===== src/rtl/assert_macros.svh =====
// Assertion helpers used by the snfce_engine RTL.
`ifndef ASSERT_MACROS_SVH
`define ASSERT_MACROS_SVH

`define ASSERT_CLK(label, prop, msg) \
  label: assert property (@(posedge clk) disable iff (rst) (prop)) else $error(msg);

`define ASSERT_HOLD(label, cond, sig, msg) \
  label: assert property (@(posedge clk) disable iff (rst) (cond) |=> $stable(sig)) \
    else $error(msg);

`endif


===== src/rtl/snfce_pkg.sv =====
package snfce_pkg;

  localparam int unsigned AddrW = 26;
  localparam int unsigned LenW = 16;
  localparam int unsigned PageBytes = 256;
  localparam int unsigned PageW = $clog2(PageBytes);

  localparam logic [2:0] REQ_READ = 3'd0;
  localparam logic [2:0] REQ_PROG = 3'd1;
  localparam logic [2:0] REQ_SECT = 3'd2;
  localparam logic [2:0] REQ_BLOCK = 3'd3;
  localparam logic [2:0] REQ_CHIP = 3'd4;
  localparam logic [2:0] REQ_IDENT = 3'd5;
  localparam logic [2:0] REQ_TURN = 3'd6;

  localparam logic [2:0] ST_WORK = 3'd0;
  localparam logic [2:0] ST_DONE = 3'd1;
  localparam logic [2:0] ST_REJ = 3'd2;
  localparam logic [2:0] ST_LINK = 3'd3;
  localparam logic [2:0] ST_UNK = 3'd4;

  typedef struct packed {
    logic [2:0] req_type;
    logic [AddrW-1:0] address;
    logic [LenW-1:0] length;
    logic [7:0] data_byte;
    logic [7:0] miso_byte;
    logic link_error;
  } item_t;

  typedef struct packed {
    logic mosi_valid;
    logic [7:0] mosi_byte;
    logic frame_last;
    logic read_valid;
    logic [7:0] read_byte;
    logic [2:0] op_status;
  } result_t;

  localparam int unsigned QDepth = 4;
  localparam int unsigned QW = $clog2(QDepth);

endpackage


===== src/rtl/spi_nor_flash_command_engine_unit.sv =====
// SPI NOR flash command sequencer.
// Input channel: push/full with req_type, address, length, data_byte,
// miso_byte and link_error. A request item starts an identify, read,
// program or erase operation; each later item of type link turn hands in
// the reply byte to the last sent byte and yields the next one.
// Result channel: empty/pop with mosi_valid, mosi_byte, frame_last,
// read_valid, read_byte and op_status; exactly one result per item.
// An item enters a four-entry input queue, the sequencer takes one per
// cycle while the output register is empty or popped, and writes its
// result into an output register.
// When pop stays low the output register holds, the sequencer stops and
// the queue fills; full rises once four items wait in it.
// Reset empties the queue, marks the output register empty and clears all sequencer state,
// including the stored device size, so requests are rejected until an
// identify succeeds.
module spi_nor_flash_command_engine_unit (
  input  logic clk,
  input  logic rst,
  input  logic push,
  output logic full,
  input  logic [2:0] req_type,
  input  logic [snfce_pkg::AddrW-1:0] address,
  input  logic [snfce_pkg::LenW-1:0] length,
  input  logic [7:0] data_byte,
  input  logic [7:0] miso_byte,
  input  logic link_error,
  output logic empty,
  input  logic pop,
  output logic mosi_valid,
  output logic [7:0] mosi_byte,
  output logic frame_last,
  output logic read_valid,
  output logic [7:0] read_byte,
  output logic [2:0] op_status
);
  import snfce_pkg::*;

  item_t in_item, q_item;
  result_t res;
  logic q_empty, take;

  assign in_item = '{req_type: req_type, address: address, length: length,
                     data_byte: data_byte, miso_byte: miso_byte,
                     link_error: link_error};

  snfce_queue u_queue (
    .clk(clk), .rst(rst), .wr(push), .wdata(in_item), .full(full),
    .rd(take), .rdata(q_item), .empty(q_empty)
  );

  snfce_engine u_engine (
    .clk(clk), .rst(rst), .item(q_item), .item_valid(!q_empty),
    .item_take(take), .res(res), .res_empty(empty), .res_pop(pop)
  );

  assign mosi_valid = res.mosi_valid;
  assign mosi_byte = res.mosi_byte;
  assign frame_last = res.frame_last;
  assign read_valid = res.read_valid;
  assign read_byte = res.read_byte;
  assign op_status = res.op_status;
endmodule


===== src/rtl/snfce_queue.sv =====
module snfce_queue (
  input  logic clk,
  input  logic rst,
  input  logic wr,
  input  snfce_pkg::item_t wdata,
  output logic full,
  input  logic rd,
  output snfce_pkg::item_t rdata,
  output logic empty
);
  import snfce_pkg::*;

  item_t mem [QDepth];
  logic [QW-1:0] wp;
  logic [QW-1:0] rp;
  logic [QW:0] cnt;

  assign full = (cnt == (QW+1)'(QDepth));
  assign empty = (cnt == '0);
  assign rdata = mem[rp];

  always_ff @(posedge clk) begin
    if (wr && !full) begin
      mem[wp] <= wdata;
    end
  end

  always_ff @(posedge clk) begin
    if (rst) begin
      wp <= '0;
      rp <= '0;
      cnt <= '0;
    end else begin
      if (wr && !full) wp <= wp + 1'b1;
      if (rd && !empty) rp <= rp + 1'b1;
      cnt <= cnt + (QW+1)'(wr && !full) - (QW+1)'(rd && !empty);
    end
  end
endmodule


===== src/rtl/snfce_engine.sv =====
`include "assert_macros.svh"
module snfce_engine (
  input  logic clk,
  input  logic rst,
  input  snfce_pkg::item_t item,
  input  logic item_valid,
  output logic item_take,
  output snfce_pkg::result_t res,
  output logic res_empty,
  input  logic res_pop
);
  import snfce_pkg::*;

  localparam logic [2:0] PH_IDLE = 3'd0;
  localparam logic [2:0] PH_WREN = 3'd1;
  localparam logic [2:0] PH_CMD = 3'd2;
  localparam logic [2:0] PH_POLL = 3'd3;
  localparam logic [2:0] PH_ID = 3'd4;
  localparam logic [2:0] PH_UID = 3'd5;

  logic [2:0] phase, phase_next;
  logic [2:0] op, op_next;
  logic [16:0] idx, idx_next;
  logic [AddrW-1:0] taddr, taddr_next;
  logic [LenW-1:0] rem, rem_next;
  logic [26:0] dsize, dsize_next;
  logic [7:0] manuf, manuf_next;
  result_t r;
  logic full_r;

  assign item_take = item_valid && (res_empty || res_pop);

  function automatic logic [17:0] flen(input logic [2:0] ph, input logic [2:0] o,
                                       input logic [LenW-1:0] rc);
    logic [17:0] v;
    v = 18'd1;
    unique case (ph)
      PH_POLL: v = 18'd2;
      PH_ID: v = 18'd6;
      PH_UID: v = 18'd13;
      PH_CMD: begin
        if (o == REQ_READ) v = 18'd5 + 18'(rc);
        else if (o == REQ_PROG) v = 18'd4 + 18'(rc);
        else if (o == REQ_SECT || o == REQ_BLOCK) v = 18'd4;
      end
      default: v = 18'd1;
    endcase
    return v;
  endfunction

  function automatic logic [7:0] bat(input logic [2:0] ph, input logic [2:0] o,
      input logic [16:0] i, input logic [AddrW-1:0] a, input logic [7:0] d);
    logic [7:0] v;
    v = 8'h00;
    unique case (ph)
      PH_WREN: v = 8'h06;
      PH_POLL: v = (i == 17'd0) ? 8'h05 : 8'h00;
      PH_ID: v = (i == 17'd0) ? 8'h90 : 8'h00;
      PH_UID: v = (i == 17'd0) ? 8'h4B : 8'h00;
      PH_CMD: begin
        if (i == 17'd0) begin
          case (o)
            REQ_READ: v = 8'h0B;
            REQ_PROG: v = 8'h02;
            REQ_SECT: v = 8'h20;
            REQ_BLOCK: v = 8'hD8;
            REQ_CHIP: v = 8'hC7;
            default: v = 8'h00;
          endcase
        end else if (i == 17'd1) v = a[23:16];
        else if (i == 17'd2) v = a[15:8];
        else if (i == 17'd3) v = a[7:0];
        else if (o == REQ_PROG) v = d;
      end
      default: v = 8'h00;
    endcase
    return v;
  endfunction

  logic [AddrW:0] asum;
  logic [PageW:0] room;
  logic [LenW-1:0] clen;
  logic [17:0] fl;
  logic busy;
  logic rv;
  logic [2:0] fph;

  always_comb begin
    phase_next = phase;
    op_next = op;
    idx_next = idx;
    taddr_next = taddr;
    rem_next = rem;
    dsize_next = dsize;
    manuf_next = manuf;
    r = '0;
    asum = (AddrW+1)'(item.address) + (AddrW+1)'(item.length);
    room = (PageW+1)'(PageBytes) - (PageW+1)'(item.address[PageW-1:0]);
    clen = item.length;
    fl = flen(phase, op, rem);
    busy = 1'b0;
    rv = 1'b0;
    fph = PH_IDLE;
    if (phase == PH_IDLE) begin
      if (item.req_type > REQ_IDENT) begin
        r = '0;
      end else if ((item.req_type <= REQ_PROG && (item.length == '0 ||
                  27'(asum) > dsize)) ||
                  ((item.req_type == REQ_SECT || item.req_type == REQ_BLOCK) &&
                  27'(item.address) >= dsize) ||
                  (item.req_type == REQ_CHIP && dsize == '0)) begin
        r.op_status = ST_REJ;
      end else begin
        if (item.req_type == REQ_PROG && 17'(item.length) > 17'(room))
          clen = LenW'(room);
        op_next = item.req_type;
        taddr_next = item.address;
        if (item.req_type == REQ_SECT) taddr_next[11:0] = '0;
        if (item.req_type == REQ_BLOCK) taddr_next[15:0] = '0;
        rem_next = (item.req_type <= REQ_PROG) ? clen : '0;
        fph = (item.req_type == REQ_READ) ? PH_CMD :
              (item.req_type == REQ_IDENT) ? PH_ID : PH_WREN;
        phase_next = fph;
        idx_next = '0;
        r.mosi_valid = 1'b1;
        r.mosi_byte = bat(fph, item.req_type, 17'd0, taddr_next, item.data_byte);
        r.frame_last = (flen(fph, item.req_type, rem_next) == 18'd1);
      end
    end else if (item.req_type != REQ_TURN) begin
      r = '0;
    end else if (item.link_error) begin
      phase_next = PH_IDLE;
      idx_next = '0;
      r.op_status = ST_LINK;
    end else begin
      if (phase == PH_ID && idx == 17'd4) manuf_next = item.miso_byte;
      rv = (phase == PH_UID || (phase == PH_CMD && op == REQ_READ)) && idx >= 17'd5;
      r.read_valid = rv;
      r.read_byte = rv ? item.miso_byte : 8'h00;
      busy = (phase == PH_POLL && idx == 17'd1) && item.miso_byte[0];
      if (18'(idx) + 18'd1 < fl) begin
        idx_next = idx + 17'd1;
        r.mosi_valid = 1'b1;
        r.mosi_byte = bat(phase, op, idx + 17'd1, taddr, item.data_byte);
        r.frame_last = (18'(idx) + 18'd2 == fl);
      end else begin
        fph = PH_IDLE;
        unique case (phase)
          PH_WREN: fph = PH_CMD;
          PH_CMD: fph = (op == REQ_READ) ? PH_IDLE : PH_POLL;
          PH_POLL: fph = busy ? PH_POLL : PH_IDLE;
          PH_ID: begin
            if (manuf_next != 8'hEF || item.miso_byte < 8'h14 ||
                item.miso_byte > 8'h19) begin
              fph = PH_IDLE;
              r.op_status = ST_UNK;
            end else begin
              fph = PH_UID;
              dsize_next = 27'h200000 << (item.miso_byte[2:0] - 3'd4);
            end
          end
          default: fph = PH_IDLE;
        endcase
        phase_next = fph;
        idx_next = '0;
        if (fph == PH_IDLE) begin
          if (r.op_status != ST_UNK) r.op_status = ST_DONE;
        end else begin
          r.mosi_valid = 1'b1;
          r.mosi_byte = bat(fph, op, 17'd0, taddr, item.data_byte);
          r.frame_last = (flen(fph, op, rem) == 18'd1);
        end
      end
    end
  end

  always_ff @(posedge clk) begin
    if (rst) begin
      phase <= PH_IDLE;
      op <= '0;
      idx <= '0;
      taddr <= '0;
      rem <= '0;
      dsize <= '0;
      manuf <= '0;
      full_r <= 1'b0;
    end else begin
      if (item_take) begin
        phase <= phase_next;
        op <= op_next;
        idx <= idx_next;
        taddr <= taddr_next;
        rem <= rem_next;
        dsize <= dsize_next;
        manuf <= manuf_next;
        full_r <= 1'b1;
      end else if (res_pop) begin
        full_r <= 1'b0;
      end
    end
  end

  always_ff @(posedge clk) begin
    if (item_take) res <= r;
  end

  assign res_empty = !full_r;

  `ASSERT_CLK(a_idle_idx, (phase == PH_IDLE) |-> (idx == '0), "index not clear in idle")
  `ASSERT_CLK(a_take_fills, item_take |=> !res_empty, "result not held after take")
  `ASSERT_HOLD(a_stall_hold, !res_empty && !res_pop, res, "result changed")
endmodule

===== config.mk =====
export PLATFORM = sky130hd
export DESIGN_NAME = spi_nor_flash_command_engine_unit
export DESIGN_NICKNAME = d
export VERILOG_FILES = /design/src/rtl/snfce_pkg.sv /design/src/rtl/spi_nor_flash_command_engine_unit.sv /design/src/rtl/snfce_queue.sv /design/src/rtl/snfce_engine.sv
export VERILOG_INCLUDE_DIRS = /design/src /design/src/rtl
export SDC_FILE = /design/constraint.sdc
export NUM_CORES = 1
export LEC_CHECK = 0
export BUFFER_PORTS_ARGS = -buffer_cell sky130_fd_sc_hd__buf_2
export CAP_MARGIN = 20
export CORE_MARGIN = 2
export CORE_UTILIZATION = 55
export DETAILED_ROUTE_END_ITERATION = 7
export PLACE_DENSITY = 0.74
export SYNTH_ARGS = -nofsm -noshare
export SYNTH_HDL_FRONTEND = slang
export SYNTH_HIERARCHICAL = 1
export SYNTH_SLANG_ARGS = --single-unit

===== constraint.sdc =====
create_clock -name clk -period 14.3 [get_ports clk]
set_clock_uncertainty 0.05 [all_clocks]
set_input_delay 2.86 -clock clk [delete_from_list [all_inputs] [get_ports clk]]
set_output_delay 2.86 -clock clk [all_outputs]
set_load 0.05 [all_outputs]

==> impl_metrics.env <==
export IMPL_outcome="finished, final reports clean"
export IMPL_fillers=2783
export IMPL_drv_cap=0
export IMPL_initial_core_util=0.560
export IMPL_regArea_sq_um=9850
export IMPL_powerDensity_nw_per_um2=192
export IMPL_clock_root_buffer="clkbuf_16"
export IMPL_drcViolationCount=0
export IMPL_finalCritPeriodShare=0.521
export IMPL_ant_nets=0
export IMPL_slowest_delay_ns=0.77
export IMPL_rows=68
export IMPL_netlist_area_leader_share=0.419
export IMPL_ys_seq_elements=357
export IMPL_clock_fmax_ghz=0.134
export IMPL_die_width_um=191
export IMPL_async_flop_share=0
export IMPL_setup_tns_ns=0
export IMPL_antenna_found_initial=0
export IMPL_leakage_uw=0.00735
export IMPL_ctsHoldBuffers=0
export IMPL_routed_wirelength_um=49300
export IMPL_max_vdd_ir_drop_mv=0.127
export IMPL_synth_common_cells="edfxtp_1 (270), nor2_1 (124), nand2_1 (119), dfxtp_1 (87), nand3_1 (87)"
export IMPL_layout_nets=1885
export IMPL_clk_transition_reported_paths_ns=0.06
export IMPL_cts_buffers=37
export IMPL_syn_num_nets=1843
export IMPL_cts_tree="built"
export IMPL_clk_path_buf_depth=3
export IMPL_finalCriticalPeriod_ns=7.45
export IMPL_synth_compound_area_frac=0.120
export IMPL_synth_distinct_cells=94
export IMPL_detailed_place_hpwl_um=34700
export IMPL_hold_violations=0
export IMPL_end_kind="flop"
export IMPL_grtUsageTotal=0.275
export IMPL_viasPerCell=6.39
export IMPL_arrival_ns=7.82
export IMPL_worst_path_buf_inv=1
export IMPL_synth_mux_area_frac=0.0976
export IMPL_tightestPinTransition_ns=1.07
export IMPL_yosysTopAreaCell="edfxtp_1"
export IMPL_synth_top_family_by_area="simple AND/OR/NAND/NOR gates"
export IMPL_grt_first_pass_wirelength_um=77800
export IMPL_drive_above_1_share=0.142
export IMPL_yosysMostFrequentCell="edfxtp_1"
export IMPL_path_cells="buf_4, mux4_2, ha_1, and3_1, a221o_1, o31a_1, a221oi_1, nor2_1, xor2_1, ha_1, nand4_1, nor3_1, o211ai_1, nor4_1, and4b_1, nand4_1, nand2_1, a21bo_2, a32o_1"
export IMPL_worstHoldPathType="reg -> reg"
export IMPL_max_slew_margin=0.284
export IMPL_yosysSeqAreaShare=0.510
export IMPL_clk_latency_ns=0.53
export IMPL_grt_pass1_vias=13821
export IMPL_synth_simple_area_share=0.156
export IMPL_vias=14223
export IMPL_drv_slew=0
export IMPL_overflow=0
export IMPL_cts_setup_buffers=0
export IMPL_synth_xor_area_share=0.0263
export IMPL_path_delay_family="simple AND/OR/NAND/NOR gates"
export IMPL_io_buffers=89
export IMPL_clock_sinks=357
export IMPL_ys_flop_type="edfxtp_1"
export IMPL_grt_max_degree=69
export IMPL_path_max_fanout=49
export IMPL_io_pins=90
export IMPL_syn_instance_count=1702
export IMPL_core_sq_um=34500
export IMPL_critical_path_class="reg -> reg"
export IMPL_synth_edf_count=270
export IMPL_synth_avg_cell_area_sq_um=11.4
export IMPL_min_from="u_engine/taddr[12]$_SDFFE_PP0P_"
export IMPL_cp_required_ns=14.67
export IMPL_antenna_cells=0
export IMPL_finalSetupViolations=0
export IMPL_place_congestion=0.943
export IMPL_dieArea_sq_um=36700
export IMPL_drt_wirelength_per_cell_um=22.2
export IMPL_syn2layout_area_growth_pct=9.04
export IMPL_synthAdderAreaFrac=0.0493
export IMPL_die_h_um=191
export IMPL_cpMaxStageDelayCell="buf_4"
export IMPL_multi_input_area_sq_um=8710
export IMPL_post_route_util=0.610
export IMPL_rsz0062_at_grt="false"
export IMPL_startpoint_type="flop"
export IMPL_dr_pass1_iters=5
export IMPL_yosysWarnings=6
export IMPL_ctsResizeCount=0
export IMPL_drtIter0Drc=1334
export IMPL_synth_area_sq_um=19300
export IMPL_htree_num_levels=2
export IMPL_ys_top_cells_by_area="edfxtp_1 (42%), dfxtp_1 (9.0%), mux4_2 (7.0%), ha_1 (4.7%), nor2_1 (2.4%)"
placed cells by master (no fill, tap or decap), types with 14 or more instances in the layout:
cell type	count
edfxtp_1	270
nor2_1	124
nand2_1	119
buf_2	90
nand3_1	87
dfxtp_1	85
a21oi_1	84
ha_1	73
inv_1	70
mux4_2	60
o21ai_0	58
nor3_1	50
mux2i_1	46
clkbuf_16	39
xnor2_1	38
nand4_1	32
nor4_1	26
nand2b_1	21
and3_1	21
xor2_1	20
and2_1	18
a31oi_1	18
o21ai_1	16
o21a_1	16
o31ai_1	16
or3_1	14
a211oi_1	14
a21o_1	14
o211ai_1	14
nor2b_1	14
worst min-delay path, delay by kind of cell, from the launching register on:
family,cells,cell delay [ns]
flops,1,0.31
simple gates,1,0.05
compound gates,1,0.05
report_power, final:
part           internal, uW  total [uW]  switching [uW]  leakage (uW)
combinational           599        1760            1160       0.00359
sequential             1290        1380            87.7       0.00320
clock                   524         906             382      0.000561
final cells by class:
type / count / area share
Inverter: 70 / 0.0125
Clock inverter: 18 / 0.00570
Clock buffer: 49 / 0.0486
Timing Repair Buffer: 102 / 0.0256
Multi-Input combinational cell: 1176 / 0.413
Tap cell: 455 / 0.0270
Sequential cell: 357 / 0.468
state kept, by name, summed over array words and instances (netlist names), named ones only:
name	cells
u_engine/dsize	6
u_engine/full_r	1
u_engine/idx	17
u_engine/manuf	8
u_engine/op	3
u_engine/phase	3
u_engine/rem	16
u_engine/res	22
u_engine/taddr	24
u_queue/cnt	3
u_queue/mem	248
u_queue/rp	2
u_queue/wp	2
layer usage:
layer / track usage / share of wire / vias to the layer above
met1: 0.383 / 0.43 / 7015
met2: 0.446 / 0.47 / 520
met5: 0 / 0 / -
met3: 0.0389 / 0.060 / 109
li1: - / - / 6579
met4: 0.0920 / 0.030 / 0
cells by family (layout without fill, tap and decap cells):
logic type | count (synthesis) | after routing
AO/OA/AOI/OAI | 346 | 346
adder cells (fa/ha/maj) | 75 | 75
flip-flops | 357 | 357
XOR/XNOR | 58 | 58
multiplexers | 110 | 110
AND/OR/NAND/NOR | 587 | 587
buffers and inverters | 169 | 239
per-stage QoR:
stage / hold WS, ns / cells / total power (uW) / setup slack, ns / instance area [sq um]
after global placement: 0.389 / 2158 / 3100 / 6.98 / 19900
after global routing: 0.433 / 2227 / 4260 / 6.43 / 21100
final: 0.400 / 2227 / 4040 / 6.85 / 21100
after floorplan: 0.374 / 1702 / 2690 / 8.90 / 19300
after CTS: 0.403 / 2226 / 4040 / 6.86 / 21100
after detailed placement: 0.394 / 2159 / 3120 / 6.86 / 19900
final timing paths:
| check | cells after the start | endpoint | slack (ns) |
|---|---|---|---|
| worst max-delay path | 19 | u_engine/idx[4]$_SDFFE_PP0P_ | 6.85 |
| worst min-delay path | 2 | u_engine/taddr[12]$_SDFFE_PP0P_ | 0.40 |
| worst max register to register | 19 | u_engine/idx[4]$_SDFFE_PP0P_ | 6.85 |
| worst min register to register | 2 | u_engine/taddr[12]$_SDFFE_PP0P_ | 0.40 |
No activity file was read; power rests on OpenSTA's default activity.
